===== src/rtl/bro_pkg.sv =====
package bro_pkg;

  // request codes on func
  localparam logic [1:0] FUNC_CLEAR = 2'd0;
  localparam logic [1:0] FUNC_LOAD  = 2'd1;
  localparam logic [1:0] FUNC_QUERY = 2'd2;

  localparam logic [6:0] THRESHOLD_RESET = 7'd20;
  localparam logic [6:0] RATE_FULL       = 7'd100;

  // controller to datapath
  typedef struct packed {
    logic clear;     // empty the box store
    logic load;      // append a box
    logic query;     // capture region, reset scan
    logic decide;    // evaluate current box
    logic div_step;  // one quotient bit
    logic advance;   // next box
    logic finish;    // present result
  } bro_cmd_t;

  // datapath to controller
  typedef struct packed {
    logic empty;
    logic last_box;
    logic win;
    logic full_rate;
    logic div_last;
  } bro_stat_t;

endpackage


===== src/rtl/bro_ctrl.sv =====
module bro_ctrl (
  input  logic              clk,
  input  logic              rst,
  input  logic              start,
  input  logic [1:0]        func,
  input  bro_pkg::bro_stat_t stat,
  output bro_pkg::bro_cmd_t  cmd,
  output logic              busy
);
  import bro_pkg::*;

  typedef enum logic [3:0] {
    S_IDLE, S_READ, S_GEOM, S_MUL, S_SCALE, S_TH, S_DEC, S_DIV, S_DONE
  } state_t;

  state_t state, state_next;
  logic   accept;

  assign accept = start && (state == S_IDLE);
  assign busy   = (state != S_IDLE);

  always_comb begin
    state_next = state;
    cmd        = '0;
    case (state)
      S_IDLE: begin
        if (accept) begin
          cmd.clear = (func == FUNC_CLEAR);
          cmd.load  = (func == FUNC_LOAD);
          cmd.query = (func == FUNC_QUERY);
          if (func == FUNC_QUERY) begin
            state_next = stat.empty ? S_DONE : S_READ;
          end
        end
      end
      S_READ:  state_next = S_GEOM;
      S_GEOM:  state_next = S_MUL;
      S_MUL:   state_next = S_SCALE;
      S_SCALE: state_next = S_TH;
      S_TH:    state_next = S_DEC;
      S_DEC: begin
        cmd.decide = 1'b1;
        if (stat.win && !stat.full_rate) begin
          state_next = S_DIV;
        end else begin
          cmd.advance = 1'b1;
          state_next  = stat.last_box ? S_DONE : S_READ;
        end
      end
      S_DIV: begin
        cmd.div_step = 1'b1;
        if (stat.div_last) begin
          cmd.advance = 1'b1;
          state_next  = stat.last_box ? S_DONE : S_READ;
        end
      end
      S_DONE: begin
        cmd.finish = 1'b1;
        state_next = S_IDLE;
      end
      default: state_next = S_IDLE;
    endcase
  end

  always_ff @(posedge clk) begin
    if (rst) begin
      state <= S_IDLE;
    end else begin
      state <= state_next;
    end
  end

endmodule


===== config.mk =====
export PLATFORM = sky130hd
export DESIGN_NAME = bro_ctrl
export DESIGN_NICKNAME = d
export VERILOG_FILES = /design/src/rtl/bro_pkg.sv /design/src/rtl/bro_ctrl.sv
export SDC_FILE = /design/constraint.sdc
export NUM_CORES = 1
export LEC_CHECK = 0
export ABC_AREA = 1
export BUFFER_PORTS_ARGS = -buffer_cell sky130_fd_sc_hd__clkbuf_2
export CORE_AREA = 2 2 39 41
export CTS_BUF_LIST = sky130_fd_sc_hd__clkbuf_4
export DETAILED_ROUTE_END_ITERATION = 8
export DIE_AREA = 0 0 41 43
export SKIP_CTS_REPAIR_TIMING = 1
export SLEW_MARGIN = 10
export SYNTH_ARGS = -nofsm -noshare
export SYNTH_HDL_FRONTEND = slang
export SYNTH_SLANG_ARGS = --single-unit

===== constraint.sdc =====
create_clock -name clk -period 2.2 [get_ports clk]
set_clock_uncertainty 0.15 [all_clocks]
set_input_delay 0.22 -clock clk [delete_from_list [all_inputs] [get_ports clk]]
set_output_delay 0.22 -clock clk [all_outputs]
set_load 0.02 [all_outputs]

==> impl_metrics.yaml <==
cells_and_area:
  area_delta_synth_final_pct: 37.2
  drive_gt1_share_pct: 35.0
  mostFrequentLayoutCells: "nand2_1 (18), clkbuf_2 (17), inv_1 (8)"
  fillers: 169
  largestRegisters: "state (4)"
  fin_nets: 92
  antennaDiodeCount: 0
  largest_reg_flops: 4
  ff_latch_area_sq_um: 80.1
  largest-register: "state"
  layout_commonest_cell: "nand2_1"
  fin_util_pct: 34.0
  multiInputGateArea_sq_um: 229
placement:
  gp_congestion: 0.742
  dp_slack_ns: 0.729
  dp_hpwl_um: 757
  port_buffers: 17
floorplanning:
  die_y_um: 43
  rows: 14
  start_util_pct: 24.8
  core_sq_um: 1380
  ios: 18
  chipWidth_um: 41
  die_area_sq_um: 1760
power:
  clockPowerShare_pct: 33.4
  swShare_pct: 34.8
  irDropWorstVdd_v: 0.000239
  p_leak_nw: 0.253
  intPower_w: 0.000171
  power_density_nw_per_um2: 557
  power_frac_comb_pct: 34.0
  total_power_w: 0.000262
  switchingPower_w: 0.0000912
  seqPwrFrac_pct: 32.5
sta:
  fmax_mhz: 585
  rsz0062_at_grt: "no"
  setup_viol: 0
  tns_ns: 0
  fin_ws_ns: 0.491
  slew_headroom_pct: 83.0
  worst-slew-pin-transition_ns: 0.254
  whs_ns: 0.0518
  drv_slew: 0
  finalCriticalPeriod_ns: 1.71
  min_period_over_period_pct: 77.7
  hold_viol: 0
worst_setup_path:
  crit_type: "flop to output port"
  worst_path_max_delay_cell: "dfxtp_1"
  crit_buf_inv: 1
  crit_family: "simple AND/OR/NAND/NOR gates"
  worst-r2r-setup-slack_ns: 0.87
  path_max_fanout: 4
  cp.required_ns: 1.83
  cp_cell_sequence: "nor2_1, nand3_1, nor3b_1, clkbuf_2"
  end_kind: "output port"
  critPathLaunchType: "flop"
  slowest_delay_ns: 0.33
  critical_path_arrival_ns: 1.34
clocking:
  numCtsBuffers: 3
  clkTransAtPathRegs_ns: 0.04
  clk-insertion-delay-late_ns: 0.23
  cts-htree-levels: 1
  cts_sinks: 4
  cts-root-buf: "clkbuf_4"
  cts_tree: "built"
  max-clock-path-buffers: 2
logic_synthesis:
  synth.area.top_cells: "dfxtp_1 (23%), nand2_1 (20%), nand3_1 (10%), inv_1 (8.8%), nand2_2 (7.3%)"
  synthSimpleGateAreaFrac_pct: 57.3
  synth-seq-cells: 4
  synth_xor_area_share_pct: 0
  synth_top_area_cell: "dfxtp_1"
  synth_top_family_by_area: "simple AND/OR/NAND/NOR gates"
  ys_seq_area_share_pct: 23.4
  synth.top_cell.area_share_pct: 23.4
  ys_warn_count: 0
  synthMuxAreaShare_pct: 0
  syn_inst: 60
  syn_area_sq_um: 343
  synthAdderAreaFrac_pct: 0
  postSynthAreaPerCell_sq_um: 5.71
  synth_compound_area_share_pct: 9.49
  synthesis.nets: 70
  ys_types: 15
global_route:
  grt_start_max_net_pins: 7
  grt.total_usage_pct: 11.1
  grt_pass1_wl_um: 1340
  overflow: 0
  grt_pass1_vias: 384
  antenna_found_initial: 0
routing:
  drt-total-wl_um: 865
  drc: 0
  dr_total_vias: 444
  dr.first_iter.drc_count: 8
  post_drt_wl_per_cell_um: 9.01
  ant_nets: 0
  vias_per_cell: 4.63
  drt_first_pass_iters: 4
status:
  status: "finished clean"
job:
  drv_cap: 0
hold_path:
  hold_class: "input port to flop"
## layer usage
metal  global-route usage [%]  wire length, um
met1                     12.5              369
met2                     18.8              449
met3                     3.14               47
met4                     4.00                0
met5                        0                0
## logic make-up after synthesis
| kind of cell | Yosys count |
|---|---|
| flip-flops | 4 |
| buffers and inverters | 9 |
| AO/OA/AOI/OAI | 5 |
| AND/OR/NAND/NOR | 42 |
## through the flow
stage	instances	area, sq um
CTS	96	470
global placement	93	448
detailed placement	93	448
global route	96	470
floorplan	60	343
finish	96	470
## power by group through the flow
| stage | Clock (W) | Sequential [W] | Combinational (W) |
|---|---|---|---|
| after global placement | 0 | 0.0000859 | 0.0000886 |
| after global routing | 0.0000987 | 0.0000855 | 0.0000997 |
| after floorplan | 0 | 0.0000844 | 0.0000600 |
| after CTS | 0.0000923 | 0.0000849 | 0.0000894 |
| after detailed placement | 0 | 0.0000861 | 0.0000891 |
| final | 0.0000875 | 0.0000853 | 0.0000892 |
## Yosys cell counts
cell	n
a21oi_1	1
inv_1	8
inv_2	1
nand2_2	4
o21ai_0	1
nor3_1	3
nand3_1	7
a41oi_1	2
nor2_1	6
nor2_2	2
nor2_4	1
o21ai_1	1
dfxtp_1	4
nand2_1	18
nor3b_1	1
## worst register-to-register path: stages, from the launching register on
cell and delay (ns):
dfxtp_1 0.33, nor2_1 0.24, nand2_1 0.13, nor2_1 0.14, nor2_1 0.07, o21ai_1 0.07, a21oi_1 0.07
## area by class of cell
class                      instances  area share (%)
tap                               16            4.26
multi-input combinational         47            48.7
sequential                         4            17.0
clock buffer                       3            4.79
timing repair buffer              17            18.1
inverter                           9            7.18
## worst paths after layout
path / cells past startpoint / to / start
max reg2reg: 6 / state[0] / state[1]
min reg2reg: 2 / state[1] / state[0]
max: 4 / cmd[5] / state[1]
min: 2 / state[0] / rst
(Power assumes the default switching activity.)
